[config.mk]
export PLATFORM = sky130hd
export DESIGN_NAME = color_animation_stream_decoder_flat
export DESIGN_NICKNAME = d
export VERILOG_FILES = /design/src/rtl/casd_pkg.sv /design/src/rtl/casd_in_if.sv /design/src/rtl/casd_out_if.sv /design/src/rtl/casd_cfg_if.sv /design/src/rtl/casd_parser.sv /design/src/rtl/color_animation_stream_decoder.sv /design/src/flat_wrapper.sv
export SDC_FILE = /design/constraint.sdc
export NUM_CORES = 1
export LEC_CHECK = 0
export BUFFER_PORTS_ARGS = -buffer_cell sky130_fd_sc_hd__buf_2
export CAP_MARGIN = 15
export CORE_ASPECT_RATIO = 0.8
export CORE_MARGIN = 2
export CORE_UTILIZATION = 60
export CTS_CLUSTER_DIAMETER = 100
export DETAILED_ROUTE_END_ITERATION = 10
export HOLD_SLACK_MARGIN = 0.08
export PLACE_DENSITY = 0.85
export SYNTH_ARGS = -nofsm -noshare
export SYNTH_HDL_FRONTEND = slang
export SYNTH_SLANG_ARGS = --single-unit
[constraint.sdc]
create_clock -name clk -period 9.9 [get_ports clk]
set_clock_uncertainty 0.05 [all_clocks]
set_input_delay 1.98 -clock clk [delete_from_list [all_inputs] [get_ports clk]]
set_output_delay 1.98 -clock clk [all_outputs]
set_load 0.005 [all_outputs]
[src/rtl/casd_pkg.sv]
// Package with shared types, constants and codes of the color animation stream decoder.
`default_nettype none
package casd_pkg;

    localparam int unsigned CFG_IDX_W = 1;

    // Configuration register indexes.
    localparam logic [CFG_IDX_W-1:0] CFG_EXPECTED_WIDTH  = 1'd0;
    localparam logic [CFG_IDX_W-1:0] CFG_EXPECTED_HEIGHT = 1'd1;

    localparam logic [7:0] WIDTH_RESET  = 8'd98;
    localparam logic [7:0] HEIGHT_RESET = 8'd70;

    // Header contents.
    localparam logic [7:0] MAGIC [4] = '{8'h43, 8'h41, 8'h4E, 8'h49};
    localparam logic [7:0] FILE_VERSION = 8'h02;

    // Display controller commands.
    localparam logic [7:0] CMD_COL = 8'h2A;
    localparam logic [7:0] CMD_ROW = 8'h2B;
    localparam logic [7:0] CMD_MEM = 8'h2C;

    localparam logic [7:0] OP_WINDOW = 8'hC0;

    // Result kinds.
    localparam logic [1:0] KIND_WRITE = 2'd0;
    localparam logic [1:0] KIND_PAUSE = 2'd1;
    localparam logic [1:0] KIND_ERROR = 2'd2;

    // Header error codes.
    localparam logic [1:0] ERR_MAGIC   = 2'd0;
    localparam logic [1:0] ERR_VERSION = 2'd1;
    localparam logic [1:0] ERR_WIDTH   = 2'd2;
    localparam logic [1:0] ERR_HEIGHT  = 2'd3;

    localparam logic [5:0] WINDOW_FRAMES = 6'd7;

    typedef enum logic [2:0] {
        BK_FRAME,
        BK_REPEAT,
        BK_WINDOW,
        BK_PAUSE,
        BK_ERROR
    } burst_kind_t;

    // A group of results caused by one input byte.
    typedef struct packed {
        logic        valid;
        burst_kind_t kind;
        logic [5:0]  len;
        logic [7:0]  b0;
        logic [7:0]  b1;
        logic [7:0]  b2;
        logic [7:0]  b3;
        logic [10:0] pause_ms;
        logic [1:0]  error_code;
    } burst_t;

    typedef struct packed {
        logic [1:0]  kind;
        logic        is_data;
        logic [7:0]  byte_a;
        logic [7:0]  byte_b;
        logic [1:0]  byte_count;
        logic [10:0] pause_ms;
        logic [1:0]  error_code;
        logic        last;
    } result_t;

endpackage
`default_nettype wire

[src/rtl/casd_in_if.sv]
// Input byte channel of the color animation stream decoder.
`default_nettype none
interface casd_in_if;
    logic       valid;
    logic       ready;
    logic [7:0] data_byte;
    logic       file_start;

    modport source (output valid, output data_byte, output file_start, input ready);
    modport sink (input valid, input data_byte, input file_start, output ready);
endinterface
`default_nettype wire

[src/rtl/casd_out_if.sv]
// Result channel of the color animation stream decoder.
`default_nettype none
interface casd_out_if;
    logic        valid;
    logic        ready;
    logic [1:0]  kind;
    logic        is_data;
    logic [7:0]  byte_a;
    logic [7:0]  byte_b;
    logic [1:0]  byte_count;
    logic [10:0] pause_ms;
    logic [1:0]  error_code;
    logic        last;

    modport source (
        output valid, output kind, output is_data, output byte_a, output byte_b,
        output byte_count, output pause_ms, output error_code, output last,
        input ready
    );
    modport sink (
        input valid, input kind, input is_data, input byte_a, input byte_b,
        input byte_count, input pause_ms, input error_code, input last,
        output ready
    );
endinterface
`default_nettype wire

[src/rtl/casd_cfg_if.sv]
// Configuration write channel of the color animation stream decoder.
`default_nettype none
interface casd_cfg_if;
    logic                           valid;
    logic                           ready;
    logic [casd_pkg::CFG_IDX_W-1:0] index;
    logic [7:0]                     wdata;

    modport source (output valid, output index, output wdata, input ready);
    modport sink (input valid, input index, input wdata, output ready);
endinterface
`default_nettype wire

[src/rtl/casd_parser.sv]
// Parser state of the decoder: turns accepted bytes that cause results into burst descriptors.
`default_nettype none
module casd_parser (
    input  wire logic             clk,
    input  wire logic             rst_n,
    input  wire logic             accept,
    input  wire logic [7:0]       data_byte,
    input  wire logic             file_start,
    input  wire logic [7:0]       expected_width,
    input  wire logic [7:0]       expected_height,
    output casd_pkg::burst_t      desc
);

    typedef enum logic [2:0] {
        PH_HEADER,
        PH_HALT,
        PH_DIRECTIVE,
        PH_OPCODE,
        PH_LITERAL,
        PH_REP1,
        PH_REP2,
        PH_WINDOW
    } phase_t;

    phase_t     phase_reg,     phase_next;
    logic [2:0] hpos_reg,      hpos_next;
    logic [3:0] hfault_reg,    hfault_next;
    logic [7:0] block_rem_reg, block_rem_next;
    logic [7:0] lit_rem_reg,   lit_rem_next;
    logic [5:0] rep_cnt_reg,   rep_cnt_next;
    logic [7:0] rep_first_reg, rep_first_next;
    logic [1:0] win_idx_reg,   win_idx_next;
    logic [7:0] win_bytes_reg [3];
    logic       win_we;

    phase_t     ph;
    logic [2:0] hpos;
    logic [3:0] hf;
    logic [3:0] hf_new;
    logic [7:0] brem;
    logic [7:0] brem_dec;
    logic [7:0] lit_dec;

    always_comb
    begin
        // A file start restarts header parsing with this byte.
        ph   = file_start ? PH_HEADER : phase_reg;
        hpos = file_start ? 3'd0 : hpos_reg;
        hf   = file_start ? 4'd0 : hfault_reg;
        brem = file_start ? 8'd0 : block_rem_reg;

        phase_next     = ph;
        hpos_next      = hpos;
        hfault_next    = hf;
        block_rem_next = brem;
        lit_rem_next   = lit_rem_reg;
        rep_cnt_next   = rep_cnt_reg;
        rep_first_next = rep_first_reg;
        win_idx_next   = win_idx_reg;
        win_we         = 1'b0;
        hf_new         = hf;
        brem_dec       = brem - 8'd1;
        lit_dec        = lit_rem_reg - 8'd1;

        desc            = '0;
        desc.kind       = casd_pkg::BK_FRAME;
        desc.len        = 6'd1;
        desc.b0         = data_byte;

        case (ph)
            PH_HEADER:
            begin
                if (hpos < 3'd4) begin
                    hf_new[0] = hf[0] | (data_byte != casd_pkg::MAGIC[hpos[1:0]]);
                end else if (hpos == 3'd4) begin
                    hf_new[1] = hf[1] | (data_byte != casd_pkg::FILE_VERSION);
                end else if (hpos == 3'd5) begin
                    hf_new[2] = hf[2] | (data_byte != expected_width);
                end else begin
                    hf_new[3] = hf[3] | (data_byte != expected_height);
                end
                hfault_next = hf_new;
                if (hpos < 3'd6) begin
                    hpos_next = hpos + 3'd1;
                end else begin
                    hpos_next  = 3'd0;
                    desc.valid = 1'b1;
                    if (hf_new != 4'd0) begin
                        phase_next = PH_HALT;
                        desc.kind  = casd_pkg::BK_ERROR;
                        if (hf_new[0]) begin
                            desc.error_code = casd_pkg::ERR_MAGIC;
                        end else if (hf_new[1]) begin
                            desc.error_code = casd_pkg::ERR_VERSION;
                        end else if (hf_new[2]) begin
                            desc.error_code = casd_pkg::ERR_WIDTH;
                        end else begin
                            desc.error_code = casd_pkg::ERR_HEIGHT;
                        end
                    end else begin
                        phase_next = PH_DIRECTIVE;
                        desc.kind  = casd_pkg::BK_WINDOW;
                        desc.len   = casd_pkg::WINDOW_FRAMES;
                        desc.b0    = 8'd0;
                        desc.b1    = expected_width - 8'd1;
                        desc.b2    = 8'd0;
                        desc.b3    = expected_height - 8'd1;
                    end
                end
            end
            PH_HALT:
            begin
            end
            PH_DIRECTIVE:
            begin
                if (data_byte[7]) begin
                    desc.valid    = 1'b1;
                    desc.kind     = casd_pkg::BK_PAUSE;
                    desc.pause_ms = {1'b0, data_byte[6:0], 3'b000}
                                  + {3'b000, data_byte[6:0], 1'b0};
                end else begin
                    block_rem_next = {data_byte[6:0], 1'b0};
                    if (data_byte[6:0] != 7'd0) begin
                        phase_next = PH_OPCODE;
                    end
                end
            end
            default:
            begin
                // Instruction bytes inside a block.
                case (ph)
                    PH_OPCODE:
                    begin
                        if (!data_byte[7]) begin
                            lit_rem_next = {data_byte[6:0], 1'b0};
                            if (data_byte[6:0] != 7'd0) begin
                                phase_next = PH_LITERAL;
                            end
                        end else if (!data_byte[6]) begin
                            rep_cnt_next = data_byte[5:0];
                            phase_next   = PH_REP1;
                        end else if (data_byte == casd_pkg::OP_WINDOW) begin
                            win_idx_next = 2'd0;
                            phase_next   = PH_WINDOW;
                        end
                    end
                    PH_LITERAL:
                    begin
                        desc.valid   = 1'b1;
                        lit_rem_next = lit_dec;
                        if (lit_dec == 8'd0) begin
                            phase_next = PH_OPCODE;
                        end
                    end
                    PH_REP1:
                    begin
                        rep_first_next = data_byte;
                        phase_next     = PH_REP2;
                    end
                    PH_REP2:
                    begin
                        desc.valid = (rep_cnt_reg != 6'd0);
                        desc.kind  = casd_pkg::BK_REPEAT;
                        desc.len   = rep_cnt_reg;
                        desc.b0    = rep_first_reg;
                        desc.b1    = data_byte;
                        phase_next = PH_OPCODE;
                    end
                    default:
                    begin
                        if (win_idx_reg != 2'd3) begin
                            win_we       = 1'b1;
                            win_idx_next = win_idx_reg + 2'd1;
                        end else begin
                            desc.valid   = 1'b1;
                            desc.kind    = casd_pkg::BK_WINDOW;
                            desc.len     = casd_pkg::WINDOW_FRAMES;
                            desc.b0      = win_bytes_reg[0];
                            desc.b1      = win_bytes_reg[1];
                            desc.b2      = win_bytes_reg[2];
                            desc.b3      = data_byte;
                            win_idx_next = 2'd0;
                            phase_next   = PH_OPCODE;
                        end
                    end
                endcase
                // A block end drops whatever instruction is still partial.
                block_rem_next = brem_dec;
                if (brem_dec == 8'd0) begin
                    phase_next = PH_DIRECTIVE;
                end
            end
        endcase

        if (!accept) begin
            desc.valid = 1'b0;
        end
    end

    always_ff @(posedge clk or negedge rst_n)
    begin
        if (!rst_n) begin
            phase_reg     <= PH_HEADER;
            hpos_reg      <= 3'd0;
            hfault_reg    <= 4'd0;
            block_rem_reg <= 8'd0;
            lit_rem_reg   <= 8'd0;
            rep_cnt_reg   <= 6'd0;
            rep_first_reg <= 8'd0;
            win_idx_reg   <= 2'd0;
        end else if (accept) begin
            phase_reg     <= phase_next;
            hpos_reg      <= hpos_next;
            hfault_reg    <= hfault_next;
            block_rem_reg <= block_rem_next;
            lit_rem_reg   <= lit_rem_next;
            rep_cnt_reg   <= rep_cnt_next;
            rep_first_reg <= rep_first_next;
            win_idx_reg   <= win_idx_next;
        end
    end

    always_ff @(posedge clk)
    begin
        if (accept && win_we) begin
            win_bytes_reg[win_idx_reg] <= data_byte;
        end
    end

endmodule
`default_nettype wire

[src/rtl/color_animation_stream_decoder.sv]
// Top level of the color animation stream decoder.
//
// The block reads an animation file one byte per request on byte_stream and
// produces display-controller frames, pause requests and header error reports
// on result. Configuration writes on cfg set the frame width and height that
// the header must declare; cfg is always ready and should be written only
// while the decoder is idle.
//
// The first result of an accepted byte passes the burst register, then the
// output register. A byte that causes at most one result is taken every cycle
// while result.ready stays high. A byte that causes a burst (a repeated pixel
// of N results, or a window change of seven frames) holds byte_stream.ready
// low until the burst register has handed its last result to the output
// register, so such a byte occupies the single burst emitter. Every result of
// a burst comes from the same byte, and the final one carries last.
//
// Reset clears the parser to header parsing, empties the burst and output
// registers and restores the default frame size of 98 by 70. When the
// receiver stalls, the output register holds its result, the burst register
// waits, and input ready falls once the burst register is occupied.
`default_nettype none
module color_animation_stream_decoder (
    input wire logic   clk,
    input wire logic   rst_n,
    casd_in_if.sink    byte_stream,
    casd_out_if.source result,
    casd_cfg_if.sink   cfg
);

    logic [7:0] width_reg;
    logic [7:0] height_reg;

    casd_pkg::burst_t  desc;
    casd_pkg::burst_t  burst_reg;
    logic              burst_valid_reg;
    logic [5:0]        idx_reg;

    logic              out_valid_reg;
    casd_pkg::result_t out_reg;
    casd_pkg::result_t out_next;

    logic accept;
    logic emit;
    logic burst_last;
    logic in_ready;

    // Configuration registers; the port never stalls.
    assign cfg.ready = 1'b1;

    always_ff @(posedge clk or negedge rst_n)
    begin
        if (!rst_n) begin
            width_reg  <= casd_pkg::WIDTH_RESET;
            height_reg <= casd_pkg::HEIGHT_RESET;
        end else if (cfg.valid) begin
            case (cfg.index)
                casd_pkg::CFG_EXPECTED_WIDTH:  width_reg  <= cfg.wdata;
                casd_pkg::CFG_EXPECTED_HEIGHT: height_reg <= cfg.wdata;
                default:
                begin
                end
            endcase
        end
    end

    // The emitter moves one result from the burst register into the output
    // register whenever that register is empty or being drained.
    assign emit       = burst_valid_reg && (!out_valid_reg || result.ready);
    assign burst_last = (idx_reg == (burst_reg.len - 6'd1));
    assign in_ready   = !burst_valid_reg || (emit && burst_last);
    assign accept     = byte_stream.valid && in_ready;

    assign byte_stream.ready = in_ready;

    casd_parser u_parser (
        .clk             (clk),
        .rst_n           (rst_n),
        .accept          (accept),
        .data_byte       (byte_stream.data_byte),
        .file_start      (byte_stream.file_start),
        .expected_width  (width_reg),
        .expected_height (height_reg),
        .desc            (desc)
    );

    always_ff @(posedge clk or negedge rst_n)
    begin
        if (!rst_n) begin
            burst_valid_reg <= 1'b0;
            idx_reg         <= 6'd0;
        end else if (desc.valid) begin
            burst_valid_reg <= 1'b1;
            idx_reg         <= 6'd0;
        end else if (emit) begin
            if (burst_last) begin
                burst_valid_reg <= 1'b0;
                idx_reg         <= 6'd0;
            end else begin
                idx_reg <= idx_reg + 6'd1;
            end
        end
    end

    always_ff @(posedge clk)
    begin
        if (desc.valid) begin
            burst_reg <= desc;
        end
    end

    // Build the result at the current position of the burst.
    always_comb
    begin
        out_next            = '0;
        out_next.last       = burst_last;
        case (burst_reg.kind)
            casd_pkg::BK_FRAME:
            begin
                out_next.kind       = casd_pkg::KIND_WRITE;
                out_next.is_data    = 1'b1;
                out_next.byte_a     = burst_reg.b0;
                out_next.byte_count = 2'd1;
            end
            casd_pkg::BK_REPEAT:
            begin
                out_next.kind       = casd_pkg::KIND_WRITE;
                out_next.is_data    = 1'b1;
                out_next.byte_a     = burst_reg.b0;
                out_next.byte_b     = burst_reg.b1;
                out_next.byte_count = 2'd2;
            end
            casd_pkg::BK_WINDOW:
            begin
                out_next.kind       = casd_pkg::KIND_WRITE;
                out_next.byte_count = 2'd1;
                out_next.is_data    = 1'b1;
                case (idx_reg[2:0])
                    3'd0:
                    begin
                        out_next.is_data = 1'b0;
                        out_next.byte_a  = casd_pkg::CMD_COL;
                    end
                    3'd1: out_next.byte_a = burst_reg.b0;
                    3'd2: out_next.byte_a = burst_reg.b1;
                    3'd3:
                    begin
                        out_next.is_data = 1'b0;
                        out_next.byte_a  = casd_pkg::CMD_ROW;
                    end
                    3'd4: out_next.byte_a = burst_reg.b2;
                    3'd5: out_next.byte_a = burst_reg.b3;
                    default:
                    begin
                        out_next.is_data = 1'b0;
                        out_next.byte_a  = casd_pkg::CMD_MEM;
                    end
                endcase
            end
            casd_pkg::BK_PAUSE:
            begin
                out_next.kind     = casd_pkg::KIND_PAUSE;
                out_next.pause_ms = burst_reg.pause_ms;
            end
            default:
            begin
                out_next.kind       = casd_pkg::KIND_ERROR;
                out_next.error_code = burst_reg.error_code;
            end
        endcase
    end

    always_ff @(posedge clk or negedge rst_n)
    begin
        if (!rst_n) begin
            out_valid_reg <= 1'b0;
        end else if (emit) begin
            out_valid_reg <= 1'b1;
        end else if (result.ready) begin
            out_valid_reg <= 1'b0;
        end
    end

    always_ff @(posedge clk)
    begin
        if (emit) begin
            out_reg <= out_next;
        end
    end

    assign result.valid      = out_valid_reg;
    assign result.kind       = out_reg.kind;
    assign result.is_data    = out_reg.is_data;
    assign result.byte_a     = out_reg.byte_a;
    assign result.byte_b     = out_reg.byte_b;
    assign result.byte_count = out_reg.byte_count;
    assign result.pause_ms   = out_reg.pause_ms;
    assign result.error_code = out_reg.error_code;
    assign result.last       = out_reg.last;

endmodule
`default_nettype wire

[src/flat_wrapper.sv]
// flat-port wrapper written by rule: the top's interface ports become plain ports
module color_animation_stream_decoder_flat 
  (clk, rst_n, byte_stream_valid, byte_stream_data_byte, byte_stream_file_start, byte_stream_ready, result_valid, result_kind, result_is_data, result_byte_a, result_byte_b, result_byte_count, result_pause_ms, result_error_code, result_last, result_ready, cfg_valid, cfg_index, cfg_wdata, cfg_ready);
  casd_in_if byte_stream_i ();
  casd_out_if result_i ();
  casd_cfg_if cfg_i ();
  input wire logic clk;
  input wire logic rst_n;
  input wire logic [$bits(byte_stream_i.valid)-1:0] byte_stream_valid;
  input wire logic [$bits(byte_stream_i.data_byte)-1:0] byte_stream_data_byte;
  input wire logic [$bits(byte_stream_i.file_start)-1:0] byte_stream_file_start;
  output wire logic [$bits(byte_stream_i.ready)-1:0] byte_stream_ready;
  output wire logic [$bits(result_i.valid)-1:0] result_valid;
  output wire logic [$bits(result_i.kind)-1:0] result_kind;
  output wire logic [$bits(result_i.is_data)-1:0] result_is_data;
  output wire logic [$bits(result_i.byte_a)-1:0] result_byte_a;
  output wire logic [$bits(result_i.byte_b)-1:0] result_byte_b;
  output wire logic [$bits(result_i.byte_count)-1:0] result_byte_count;
  output wire logic [$bits(result_i.pause_ms)-1:0] result_pause_ms;
  output wire logic [$bits(result_i.error_code)-1:0] result_error_code;
  output wire logic [$bits(result_i.last)-1:0] result_last;
  input wire logic [$bits(result_i.ready)-1:0] result_ready;
  input wire logic [$bits(cfg_i.valid)-1:0] cfg_valid;
  input wire logic [$bits(cfg_i.index)-1:0] cfg_index;
  input wire logic [$bits(cfg_i.wdata)-1:0] cfg_wdata;
  output wire logic [$bits(cfg_i.ready)-1:0] cfg_ready;
  assign byte_stream_i.valid = byte_stream_valid;
  assign byte_stream_i.data_byte = byte_stream_data_byte;
  assign byte_stream_i.file_start = byte_stream_file_start;
  assign byte_stream_ready = byte_stream_i.ready;
  assign result_valid = result_i.valid;
  assign result_kind = result_i.kind;
  assign result_is_data = result_i.is_data;
  assign result_byte_a = result_i.byte_a;
  assign result_byte_b = result_i.byte_b;
  assign result_byte_count = result_i.byte_count;
  assign result_pause_ms = result_i.pause_ms;
  assign result_error_code = result_i.error_code;
  assign result_last = result_i.last;
  assign result_i.ready = result_ready;
  assign cfg_i.valid = cfg_valid;
  assign cfg_i.index = cfg_index;
  assign cfg_i.wdata = cfg_wdata;
  assign cfg_ready = cfg_i.ready;
  color_animation_stream_decoder u_core (.clk(clk), .rst_n(rst_n), .byte_stream(byte_stream_i), .result(result_i), .cfg(cfg_i));
endmodule
### Word-level counts from Yosys, hierarchy flattened

Memories as Yosys holds them, arrays and structs flattened.
Cells that the tools add are included.

| cells by class | value |
|---|---|
| $add $sub $neg | 9 |
| order comparisons | 3 |
| equal/unequal tests | 27 |
| muxes and demuxes | 71 |
| bitwise logic cells | 11 |
| reductions and logical operators | 42 |

Operators by type and width:

| operator | number |
|---|---|
| $mux W42 | 2 |
| $pmux W38 S2 | 1 |
| $mux W3 | 17 |
| $pmux W25 S2 | 1 |
| $pmux W8 S6 | 1 |
| $mux W8 | 5 |
| $mux W35 | 1 |
| $pmux W8 S2 | 2 |
| $sub A8 B1 Y8 const B | 4 |
| $ne A8 B8 Y1 | 3 |
| $eq A3 B3 Y1 const B | 7 |
| $mux W1 | 19 |
| $eq A3 B2 Y1 const B | 6 |
| $mux W6 | 3 |
| $pmux W9 S2 | 1 |
| $bmux W8 S2 | 1 |
| $logic_not A8 Y1 | 2 |
| $mux W16 | 1 |
| $reduce_or A4 Y1 | 4 |
| $mux W2 | 6 |
| $mux W4 | 3 |
| $pmux W2 S2 | 3 |
| $pmux W3 S4 | 1 |
| $pmux W4 S3 | 1 |
| 33 further kinds | 68 |

| storage, ports and cells | value |
|---|---|
| flip-flop bits (word level) | 155 |
| bits in writable memories | 24 |
| input bits | 23 |
| word-level logic and storage cells | 194 |
| memories | 1 |

Memory list:

| name | depth | width | rd ports | clocked after memory_dff | write ports | line | source |
|---|---|---|---|---|---|---|---|
| u_core.u_parser.win_bytes_reg | 3 | 8 | 3 | 0 | 1 | casd_parser.sv:33 | `logic [7:0] win_bytes_reg [3];` |

### Logic depth before layout (Yosys ltp)

Gate-level depths: netlist of the first run.

| logic depth | value |
|---|---|
| depth in word-level cells | 16 |
| mapped depth | 10 |

### Modules after synthesis

Synthesis of the first run repeated with hierarchy kept, for this count alone.

| unflattened totals | value |
|---|---|
| cells, all modules | 843 |
| area, all modules | 9252.6 µm² |

By module, submodules not included:

| module | instances | cells an instance | area an instance (µm²) | seq. area each (µm²) |
|---|---|---|---|---|
| casd_parser | 1 | 561 | 4792.1 | 1771.7 |
| color_animation_stream_decoder | 1 | 282 | 4460.5 | 3280.6 |

### Worst setup path after synthesis of the first run

OpenSTA, ideal clock, no wires.

| path | value |
|---|---|
| path kind | input-to-reg |
| start point | input result_ready |
| end point | register u_core.idx_reg[2] |
| library setup time | 0.272 ns |
| data arrival time | 5.525 ns |
| setup slack | 4.053 ns |
| stages on the path | 6 |
| buffers on the path | 0 |
| path through | nand2b_1 nand2_1 nor4b_1 a21oi_2 nor2_1 o32ai_1 |

RTL lines:

| item | line | source |
|---|---|---|
| start, declared | flat_wrapper.sv:22 | `input wire logic [$bits(result_i.ready)-1:0] result_ready;` |
| end signal, assigned | color_animation_stream_decoder.sv:99 | `idx_reg <= idx_reg + 6'd1;` |
| end, declared | color_animation_stream_decoder.sv:36 | `logic [5:0] idx_reg;` |

### Worst setup path after layout of the first run

| path | value |
|---|---|
| start point | input result_ready |
| end point | output byte_stream_ready |

| on the way | value |
|---|---|
| longest elaborated chain between the ends | 4 |

RTL lines:

| item | line | source |
|---|---|---|
| $logic_or A1 B1 Y1 | color_animation_stream_decoder.sv:68 | `assign emit = burst_valid_reg && (!out_valid_reg \|\| result.ready);` |
| $logic_and A1 B1 Y1 | color_animation_stream_decoder.sv:68 |  |
| via u_core.emit | color_animation_stream_decoder.sv:43 | `logic emit;` |
| $logic_and A1 B1 Y1 | color_animation_stream_decoder.sv:70 | `assign in_ready = !burst_valid_reg \|\| (emit && burst_last);` |
| $logic_or A1 B1 Y1 | color_animation_stream_decoder.sv:70 |  |
| end, declared | flat_wrapper.sv:12 | `output wire logic [$bits(byte_stream_i.ready)-1:0] byte_stream_ready;` |

The timed path passes the listed nets, and every way through them passes these cells.

==> results by group, run 1 <==
Run status
  – Run status: finished, final reports clean

Drt
  – Per-cell routed wire length: 21.1 um
  – Residual DRC count: 0
  – Drt total wl: 21800 um
  – Drt pass-1 iters: 5
  – Drt initial violations: 686
  – Post-route ant nets: 0
  – DR vias/cell: 6.36
  – Vias after detailed routing: 6576

Global route
  – First-pass GRT wire length: 34800 um
  – Vias in the first global route: 6423
  – Initial antenna violation count: 0
  – Tot GR Track Use: 28.7%
  – GR Overflow Total: 0
  – Largest net degree at the start of global routing: 67

Setup path
  – Crit path DAT: 2.98 ns
  – Worst Setup Start Kind: primary input
  – Critical path required time: 7.87 ns
  – Critical path fanouts, max: 9
  – Kind of critical path: in2out
  – Setup crit end kind: primary output

Layout
  – P&R area growth vs syn: 11.5%
  – Layout Cells excl Fill: 1034
  – Antenna cells: 0
  – Share of layout cells above drive strength 1: 17.5%
  – Nets: 886
  – Largest register FFs: 53

Clock network
  – Sink Count: 177
  – Resize count post-CTS: 0
  – Clk_lat worst skew: 0.44 ns
  – CTS root buf: clkbuf_16
  – Clock transition at the registers of the reported paths: 0.07 ns
  – H-tree Lvls: 4
  – Postcts setup bufs: 0
  – CTS Hold Buffers Added: 0
  – CTS max path bufs: 2
  – Cts bufs inserted: 17
  – CTS tree: done

Power and ir drop
  – Pwr dens: 206 mW/mm^2
  – Logic pwr share: 20.2%
  – Switching Fraction: 30.6%
  – Power Internal: 1.43 mW
  – Max IR drop VDD: 0.171 mV
  – Total leakage power: 3.94 nW
  – Clock share of power: 33.1%
  – Seq pwr share: 46.7%
  – Sw Pwr: 0.630 mW

Synthesis
  – Average cell area after synthesis: 11.3 sq um
  – Top-area cell type share of the netlist area: 37.2%
  – Synth async-reset ratio: 37.3%
  – Netlist cell types: 70
  – Post-synth EDFFs: 111
  – Yosys top cell by area: edfxtp_1
  – Synth Flop Type: edfxtp_1
  – Mapped Nets: 839
  – Seq/Total Area, Yosys: 55.7%
  – Gate Count Post-Synth: 790
  – Synth Register Bits: 177
  – Syn Std Cell Area: 0.00896 sq mm
  – Synth warn: 0
  – Largest cells by area after synthesis: edfxtp_1 37%, dfrtp_1 17%, ha_1 3.5%, xnor2_1 3.2%, mux2_2 2.9%

Floorplan
  – Starting density of the core: 62.0%
  – Die Width: 141 um
  – Core Region: 0.0144 sq mm
  – Row count: 39
  – Die area: 0.0159 sq mm
  – Ports: 61
  – Die height: 113 um

STA
  – RSZ-0062 raised after global routing: no
  – F_max: 200 MHz
  – Post-route minimum period: 5.01 ns
  – Worst-Margin Slew: 1.10 ns
  – Final setup fails: 0
  – Relative slew slack: 26.0%
  – Final Hold Vio Count: 0
  – Crit share post-route: 50.6%
  – Fin Setup TNS: 0 ns
  – Final slew viol count: 0

Place
  – Port bufs: 58
  – Placed cell count: 1000
  – Routability congestion estimate: 0.899
  – Post-detail-place hpwl: 14700 um

Hold path
  – HP Class: reg2reg

Run
  – Max-cap violations: 0
layer usage:
layer / wire [um] / track usage (%)
met5: 0 / 0
met4: 435 / 11.3
met3: 1880 / 6.09
met2: 10300 / 44.7
met1: 9140 / 40.0
per-stage QoR:
stage               hold slack (ns)  setup slack [ns]  utilization (%)  area [sq um]  power [mW]
detailed placement            0.445              4.90             65.0          9390        1.38
global route                  0.477              4.81             69.2          9990        2.15
global placement              0.441              4.92             64.9          9370        1.36
CTS                           0.464              4.89             69.1          9980        2.06
floorplan                     0.399              4.05                -          8960        1.23
finish                        0.459              4.89             69.2          9990        2.06
power by group through the flow:
| stage | sequential (mW) | combinational [mW] | clock, mW |
|---|---|---|---|
| finish | 0.960 | 0.415 | 0.682 |
| global route | 0.970 | 0.461 | 0.718 |
| CTS | 0.957 | 0.412 | 0.686 |
| detailed placement | 0.972 | 0.409 | 0 |
| global placement | 0.967 | 0.392 | 0 |
| floorplan | 0.953 | 0.278 | 0 |
area by class of cell:
cell class,instances,area (sq um)
Clock buffer,17,425
Clock inverter,15,174
Fill cell,986,4450
Inverter,29,109
Multi-Input combinational cell,545,3710
Sequential cell,177,4990
Tap cell,184,230
Timing Repair Buffer,67,357
cell families after synthesis:
kind of cell             Yosys count  synth area share (%)
AND/OR/NAND/NOR                  254                  14.8
AO/OA/AOI/OAI                    183                  13.6
flip-flops                       177                  55.7
buffers and inverters             68                  3.04
XOR/XNOR                          48                  4.69
multiplexers                      32                  4.34
adder cells (fa/ha/maj)           26                  3.71
other                              2                0.0838
critical path: stages:
cell      delay, ns
buf_2          0.09
nand2b_1       0.15
nand2_1        0.22
inv_1          0.09
and3_1         0.17
nand2b_1       0.15
buf_2          0.13
cells in the final DEF, fill, tap and decap left out, drive strengths merged, types with 4 or more instances in the layout:
cell / instances
edfxtp: 111
buf: 67
nand2: 63
dfrtp: 60
nor2: 47
o21ai: 42
a21oi: 41
and2: 35
inv: 35
xnor2: 33
mux2: 31
ha: 25
nor3: 23
a22oi: 20
clkbuf: 17
xor2: 15
nor2b: 14
nand3: 13
a21o: 12
nand2b: 11
o2bb2ai: 11
nand4: 9
a22o: 9
o22ai: 7
or3: 7
dfstp: 6
clkinv: 6
o211ai: 5
nor4: 5
a31oi: 4
or2: 4
and3: 4
nor3b: 4
nor4b: 4
synthesized netlist by cell type (5+ instances only):
master	n
mux2_2	23
a22o_1	9
nor3_1	23
nand2_1	63
edfxtp_1	111
ha_1	25
o211ai_1	5
a21o_1	12
o22ai_1	7
a21oi_1	40
inv_1	28
clkbuf_1	31
nand3_1	13
nor4_1	5
nor2b_1	14
and2_1	34
mux2_4	8
xnor2_1	33
nand4_1	9
or3_1	6
o2bb2ai_1	11
xor2_1	15
a22oi_1	20
dfstp_2	6
o21ai_0	42
dfrtp_1	60
nor2_1	47
nand2b_1	11
final timing paths:
check	start	end	slack (ns)	depth (start not counted)
worst max-delay path	result_ready	byte_stream_ready	4.89	7
max in group asynchronous	rst_n	u_core.u_parser.hpos_reg[1]	7.54	2
worst min register to register	u_core.result.valid	u_core.result.valid	0.46	2
worst max register to register	u_core.burst_reg[47]	u_core.u_parser.lit_rem_reg[4]	6.60	7
worst min-delay path	u_core.result.valid	u_core.result.valid	0.46	2
min in group asynchronous	rst_n	u_core.burst_valid_reg	1.67	2
(Power assumes the default switching activity.)
==> inputs of run 2 (changes only) <==
--- a/config.mk
+++ b/config.mk
@@ -5,15 +5,16 @@
 export SDC_FILE = /design/constraint.sdc
 export NUM_CORES = 1
 export LEC_CHECK = 0
+export ABC_AREA = 1
 export BUFFER_PORTS_ARGS = -buffer_cell sky130_fd_sc_hd__buf_2
 export CAP_MARGIN = 15
 export CORE_ASPECT_RATIO = 0.8
 export CORE_MARGIN = 2
-export CORE_UTILIZATION = 60
+export CORE_UTILIZATION = 55
 export CTS_CLUSTER_DIAMETER = 100
 export DETAILED_ROUTE_END_ITERATION = 10
 export HOLD_SLACK_MARGIN = 0.08
-export PLACE_DENSITY = 0.85
+export PLACE_DENSITY = 0.82
 export SYNTH_ARGS = -nofsm -noshare
 export SYNTH_HDL_FRONTEND = slang
 export SYNTH_SLANG_ARGS = --single-unit
==> constraint.sdc (replaced) <==
create_clock -name clk -period 4.35 [get_ports clk]
set_clock_uncertainty 0.05 [all_clocks]
set_input_delay 0.87 -clock clk [delete_from_list [all_inputs] [get_ports clk]]
set_output_delay 0.87 -clock clk [all_outputs]
set_load 0.005 [all_outputs]
==> run 2 against run 1 <==
Net effect:
- clock power up 120%
- sequential power grew to 2.5 times the previous value
- cell count up 36%
- combinational power increased to 4.0 times the previous value
- register-to-register slack worse by 5.6 ns
- worst setup slack lost 3.9 ns
- synthesized cell count increased by 41%
- first-iteration DRC count is 43% higher
- largest power group unchanged
==> results by group, run 2 <==
Synthesis
  – Seq/Total Area, Yosys: 52.7%
  – Largest cells by area after synthesis: edfxtp_1 35%, dfrtp_1 16%, nand2_1 13%, inv_1 5.9%, nor2_1 4.6%
  – Average cell area after synthesis: 8.50 sq um
  – Top-area cell type share of the netlist area: 35.2%
  – Synth async-reset ratio: 37.3%
  – Most frequent cell after synthesis: nand2_1
  – Post-synth EDFFs: 111
  – Gate Count Post-Synth: 1115
  – Yosys top cell by area: edfxtp_1
  – Synth Register Bits: 177
  – Synth warn: 0
  – Syn Std Cell Area: 0.00948 sq mm
  – Netlist cell types: 51
  – Mapped Nets: 1164
  – Top cells by instance count after synthesis: 320 x nand2_1, 150 x inv_1, 115 x nor2_1, 111 x edfxtp_1, 72 x o21ai_0
  – Synth Flop Type: edfxtp_1

STA
  – Final setup fails: 0
  – Final Hold Vio Count: 0
  – Post-route minimum period: 3.36 ns
  – Fin Setup TNS: 0 ns
  – Relative slew slack: 49.6%
  – RSZ-0062 raised after global routing: no
  – F_max: 298 MHz
  – Worst-Margin Slew: 0.754 ns
  – Crit share post-route: 77.2%
  – Final slew viol count: 0

Floorplan
  – Die Width: 151 um
  – Core Region: 0.0167 sq mm
  – Die area: 0.0183 sq mm
  – Starting density of the core: 56.7%
  – Die height: 121 um
  – Row count: 42
  – Ports: 61

Drt
  – Per-cell routed wire length: 16.2 um
  – Residual DRC count: 0
  – Post-route ant nets: 0
  – Drt total wl: 22800 um
  – Drt initial violations: 981
  – Vias after detailed routing: 7697
  – Drt pass-1 iters: 7
  – DR vias/cell: 5.49

Clock network
  – Cts bufs inserted: 17
  – Postcts setup bufs: 0
  – CTS tree: done
  – Resize count post-CTS: 0
  – Clock transition at the registers of the reported paths: 0.07 ns
  – H-tree Lvls: 4
  – Clk_lat worst skew: 0.44 ns
  – CTS Hold Buffers Added: 0
  – CTS max path bufs: 2
  – CTS root buf: clkbuf_16
  – Sink Count: 177

Power and ir drop
  – Pwr dens: 532 mW/mm^2
  – Total leakage power: 4.93 nW
  – Max IR drop VDD: 0.393 mV

Setup path
  – Critical path required time: 3.43 ns
  – RR Startpoint: u_core.idx_reg[2]
  – Critical path fanouts, max: 21
  – Reg2reg path depth: 9
  – Setup crit end kind: primary output
  – Kind of critical path: reg2out
  – R2R setup slack: 1.03 ns
  – Crit path DAT: 2.44 ns
  – Worst Setup Start Kind: flop
  – Worst reg2reg endpoint: u_core.u_parser.win_bytes_reg[2][0]

Place
  – Routability congestion estimate: 0.938
  – Port bufs: 58
  – Placement Cell Area: 0.00995 sq mm
  – Placed cell count: 1370
  – Post-detail-place hpwl: 16200 um

Global route
  – Largest net degree at the start of global routing: 48
  – Tot GR Track Use: 26.3%
  – Vias in the first global route: 7019
  – First-pass GRT wire length: 36200 um
  – GR Overflow Total: 0
  – Initial antenna violation count: 0

Layout
  – Number of fill cells: 1365
  – Fin area: 0.0105 sq mm
  – Leading cell type in the layout, fill and taps excluded: nand2_1
  – Most frequent cells in the layout: 320 x nand2_1, 149 x inv_1, 115 x nor2_1, 111 x edfxtp_1, 72 x o21ai_0
  – Antenna cells: 0
  – Util after Layout: 62.9%
  – Share of layout cells above drive strength 1: 11.8%
  – Multi-input logic area: 0.00370 sq mm
  – Register area: 0.00499 sq mm
  – Nets: 1218
  – Layout Cells excl Fill: 1402
  – P&R area growth vs syn: 11.0%
  – Largest register FFs: 53

Run
  – Max-cap violations: 0

Run status
  – Run status: finished, final reports clean

Hold path
  – HP Class: in2async
[run 2: cell types whose count changed after synthesis, moves of 13 or more]
cell      change
o21ai_1      +21
a21oi_1      -26
xnor2_1      -21
nor2b_1      -14
nand3_1      +37
nand2_1     +257
clkbuf_1     -19
o21ai_0      +30
and2_1       -34
nor3_1       -13
inv_1       +122
nor2_1       +68
mux2_2       -23
[run 2: cell type report]
| class | count | share of cell area, % |
|---|---|---|
| inverter | 165 | 5.89 |
| sequential | 177 | 47.5 |
| multi-input combinational | 743 | 35.2 |
| timing repair buffer | 65 | 3.38 |
| clock inverter | 13 | 1.23 |
| tap | 220 | 2.62 |
| clock buffer | 19 | 4.21 |
[run 2: worst max-delay path by stage]
stage / startpoint / endpoint / slack (ns) / depth (start not counted)
CTS: u_core.idx_reg[2] / byte_stream_ready / 1.06 / 7
floorplan: result_ready / u_core.burst_reg[0] / 0.76 / 8
finish: u_core.idx_reg[2] / byte_stream_ready / 0.99 / 7
detailed placement: byte_stream_file_start / u_core.burst_reg[8] / 0.93 / 11
global placement: byte_stream_file_start / u_core.burst_reg[9] / 1.0 / 11
global route: u_core.idx_reg[2] / byte_stream_ready / 0.90 / 7
[run 2: kinds of logic after synthesis]
| kind of cell | count (synthesis) | share of synthesized area, % |
|---|---|---|
| simple gates | 529 | 23.2 |
| other cells | 2 | 0.0792 |
| fa+ha+maj | 26 | 3.51 |
| xor+xnor | 25 | 2.47 |
| buf+inv | 195 | 8.24 |
| flops | 177 | 52.7 |
| compound gates | 161 | 9.85 |
[run 2: power breakdown]
| group | switching (mW) | internal (mW) |
|---|---|---|
| Clock | 0.683 | 0.816 |
| Combinational | 1.09 | 0.576 |
| Sequential | 0.246 | 2.18 |
| Total | 2.02 | 3.57 |
[run 2: critical path, stage by stage (launching register included)]
cell and delay (ns):
dfrtp_1 0.78, inv_1 0.27, nand2_1 0.14, nand2_1 0.07
nor2_2 0.16, nand4_2 0.21, nand2_2 0.22, buf_2 0.14
[run 2: metrics by stage]
step                      power [mW]  hold WS [ns]  setup WS (ns)
after CTS                       5.58         0.423           1.06
after global placement          4.03         0.411           1.00
after floorplan                 3.57         0.392          0.757
after detailed placement        4.09         0.413          0.929
final                           5.59         0.404          0.992
after global routing            5.93         0.448          0.900
[run 2: metal layers]
layer | part of all wire, % | GRT usage, % | vias to the layer above | wire, um
met4 | 2.2 | 8.06 | 0 | 508
met1 | 44 | 38.3 | 3486 | 10000
met2 | 44 | 39.5 | 438 | 9920
met3 | 10 | 5.68 | 52 | 2300
li1 | - | - | 3721 | -
met5 | 0 | 0 | - | 0
==> inputs of run 3 (changes only) <==
--- a/config.mk
+++ b/config.mk
@@ -5,7 +5,7 @@
 export SDC_FILE = /design/constraint.sdc
 export NUM_CORES = 1
 export LEC_CHECK = 0
-export ABC_AREA = 1
+export ABC_AREA = 0
 export BUFFER_PORTS_ARGS = -buffer_cell sky130_fd_sc_hd__buf_2
 export CAP_MARGIN = 15
 export CORE_ASPECT_RATIO = 0.8
==> constraint.sdc (replaced) <==
create_clock -name clk -period 2.7 [get_ports clk]
set_clock_uncertainty 0.05 [all_clocks]
set_input_delay 0.54 -clock clk [delete_from_list [all_inputs] [get_ports clk]]
set_output_delay 0.54 -clock clk [all_outputs]
set_load 0.005 [all_outputs]
==> run 3 against run 2 <==
Net effect:
- the flow now finishes with violations (setup timing)
- register-to-register slack got worse by 1.3 ns
- power increased by 38%
- global-route usage decreased by 0.61 points
- wire length decreased by 1.3%
- cell count decreased by 19%
- non-clock buffer count increased by 78
- count of clock-buffer cells in the layout decreased by 2
- worst setup slack got worse by 1.4 ns
- critical path type unchanged
- critical endpoint unchanged
- largest power group unchanged
- highest routed layer unchanged
==> results by group, run 3 (synthesis gave the netlist of run 1 again) <==
Run status
  – Run status: complete, but fails checks
  – Failing checks: setup timing

Setup path
  – RR Startpoint: u_core.burst_reg[45]
  – Critical path required time: 2.11 ns
  – Worst reg2reg endpoint: u_core.burst_reg[45]
  – Crit path DAT: 2.47 ns
  – Reg2reg path depth: 13
  – Kind of critical path: reg2out
  – Setup crit end kind: primary output
  – Worst Setup Start Kind: flop
  – R2R setup slack: -0.27 ns
  – Critical path fanouts, max: 2

Global route
  – Initial antenna violation count: 0
  – GR Overflow Total: 0
  – Tot GR Track Use: 25.6%
  – Vias in the first global route: 6578
  – Largest net degree at the start of global routing: 44
  – First-pass GRT wire length: 34500 um

STA
  – Final slew viol count: 0
  – Crit share post-route: 113%
  – Relative slew slack: 49.0%
  – Post-route minimum period: 3.06 ns
  – F_max: 327 MHz
  – RSZ-0062 raised after global routing: yes
  – Setup WS post-layout: -0.361 ns
  – Final setup fails: 104
  – Worst-Margin Slew: 0.763 ns
  – Final hold slack: 0.0794 ns
  – Final Hold Vio Count: 0

Place
  – Pre-CTS setup slack: -0.113 ns
  – Port bufs: 58
  – Routability congestion estimate: 0.940
  – Post-detail-place hpwl: 14800 um
  – Placed cell count: 1085

Clock network
  – Clock transition at the registers of the reported paths: 0.07 ns
  – Cts bufs inserted: 17
  – CTS root buf: clkbuf_16
  – CTS max path bufs: 2
  – H-tree Lvls: 4
  – Clk_lat worst skew: 0.44 ns
  – CTS Hold Buffers Added: 0
  – CTS tree: done
  – Sink Count: 177

Floorplan
  – Starting density of the core: 56.5%
  – Die area: 0.0173 sq mm
  – Row count: 41
  – Core Region: 0.0159 sq mm
  – Ports: 61
  – Die height: 118 um
  – Die Width: 147 um

Layout
  – Largest register FFs: 53
  – Nets: 962
  – Leading cell type in the layout, fill and taps excluded: edfxtp_1
  – Layout Cells excl Fill: 1141
  – P&R area growth vs syn: 21.4%
  – Share of layout cells above drive strength 1: 26.2%
  – Antenna cells: 0
  – Most frequent cells in the layout: 111 x edfxtp_1, 67 x buf_4, 63 x nand2_1, 60 x dfrtp_1, 57 x buf_2
  – Util after Layout: 68.6%

Drt
  – Drt total wl: 22500 um
  – Vias after detailed routing: 6883
  – Drt pass-1 iters: 5
  – Drt initial violations: 795
  – Post-route ant nets: 0
  – Per-cell routed wire length: 19.7 um
  – DR vias/cell: 6.03
  – Residual DRC count: 0

Power and ir drop
  – Max IR drop VDD: 0.537 mV
  – Total leakage power: 4.38 nW
  – Pwr dens: 712 mW/mm^2
  – Power after layout: 7.74 mW

Hold path
  – HP Class: in2async

Run
  – Max-cap violations: 0
==> run 3: changes by cell type in the layout (fill, tap and decap cells not counted), moves of 21 or more <==
cell,previous run,this run
a21oi_1,14,39
and2_1,0,34
buf_4,6,67
inv_1,149,28
mux2_2,0,22
nand2_1,320,63
nand3_1,50,13
nor2_1,115,45
o21ai_0,72,35
xnor2_1,12,33
==> run 3: timing repair <==
action                                  in CTS  in global routing
endpoints found under the setup margin      23                126
setup buffers                                9                 12
gates cloned                                 0                  6
pin swaps                                    3                  3
resized for setup                            9                 34
endpoints found under the hold margin        0                  0
==> run 3: power breakdown <==
part	internal, mW	switching [mW]	total, mW
Clock	1.22	1.17	2.40
Sequential	3.24	0.258	3.50
Combinational	0.811	1.04	1.85
==> run 3: area by class of cell <==
cell class / instances / area, sq um
tap: 215 / 269
sequential: 177 / 4990
timing repair buffer: 143 / 1110
clock buffer: 17 / 425
clock inverter: 15 / 148
inverter: 29 / 109
multi-input combinational: 545 / 3820
fill: 1072 / 4980
==> run 3: worst max-delay path, cell delays in order (launching register included) <==
cell and delay [ns]:
edfxtp_1 0.40, or3_4 0.41, or4_4 0.49, a32oi_2 0.19, buf_4 0.15, and3_4 0.18
nand2b_4 0.12, buf_6 0.09
==> run 3: how the worst max path moves through the flow <==
stage	slack, ns	end	start	depth (start not counted)
2_1_floorplan	-0.33	u_core.burst_reg[0]	u_core.burst_reg[45]	5
5_1_grt	-0.39	byte_stream_ready	u_core.burst_reg[47]	7
3_3_place_gp	0.008	u_core.u_parser.rep_first_reg[4]	u_core.burst_reg[45]	6
6_report	-0.36	byte_stream_ready	u_core.burst_reg[47]	7
3_5_place_dp	-0.11	u_core.u_parser.rep_first_reg[1]	u_core.burst_reg[45]	6
4_1_cts	-0.32	byte_stream_ready	u_core.burst_reg[47]	7
==> run 3: per-stage QoR <==
| step | cell area, sq um | setup TNS, ns |
|---|---|---|
| detailed placement | 9870 | -1.06 |
| global placement | 9870 | 0 |
| floorplan | 8970 | -24.24 |
| finish | 10900 | -21.45 |
| CTS | 10600 | -6.55 |
| global route | 10900 | -30.17 |
==> run 3: layer usage <==
layer / track usage, % / vias up / wire length, um
li1: - / 3138 / -
met1: 36.0 / 3290 / 9450
met2: 38.9 / 406 / 10500
met3: 5.48 / 49 / 1980
met4: 11.0 / 0 / 540
met5: 0 / - / 0
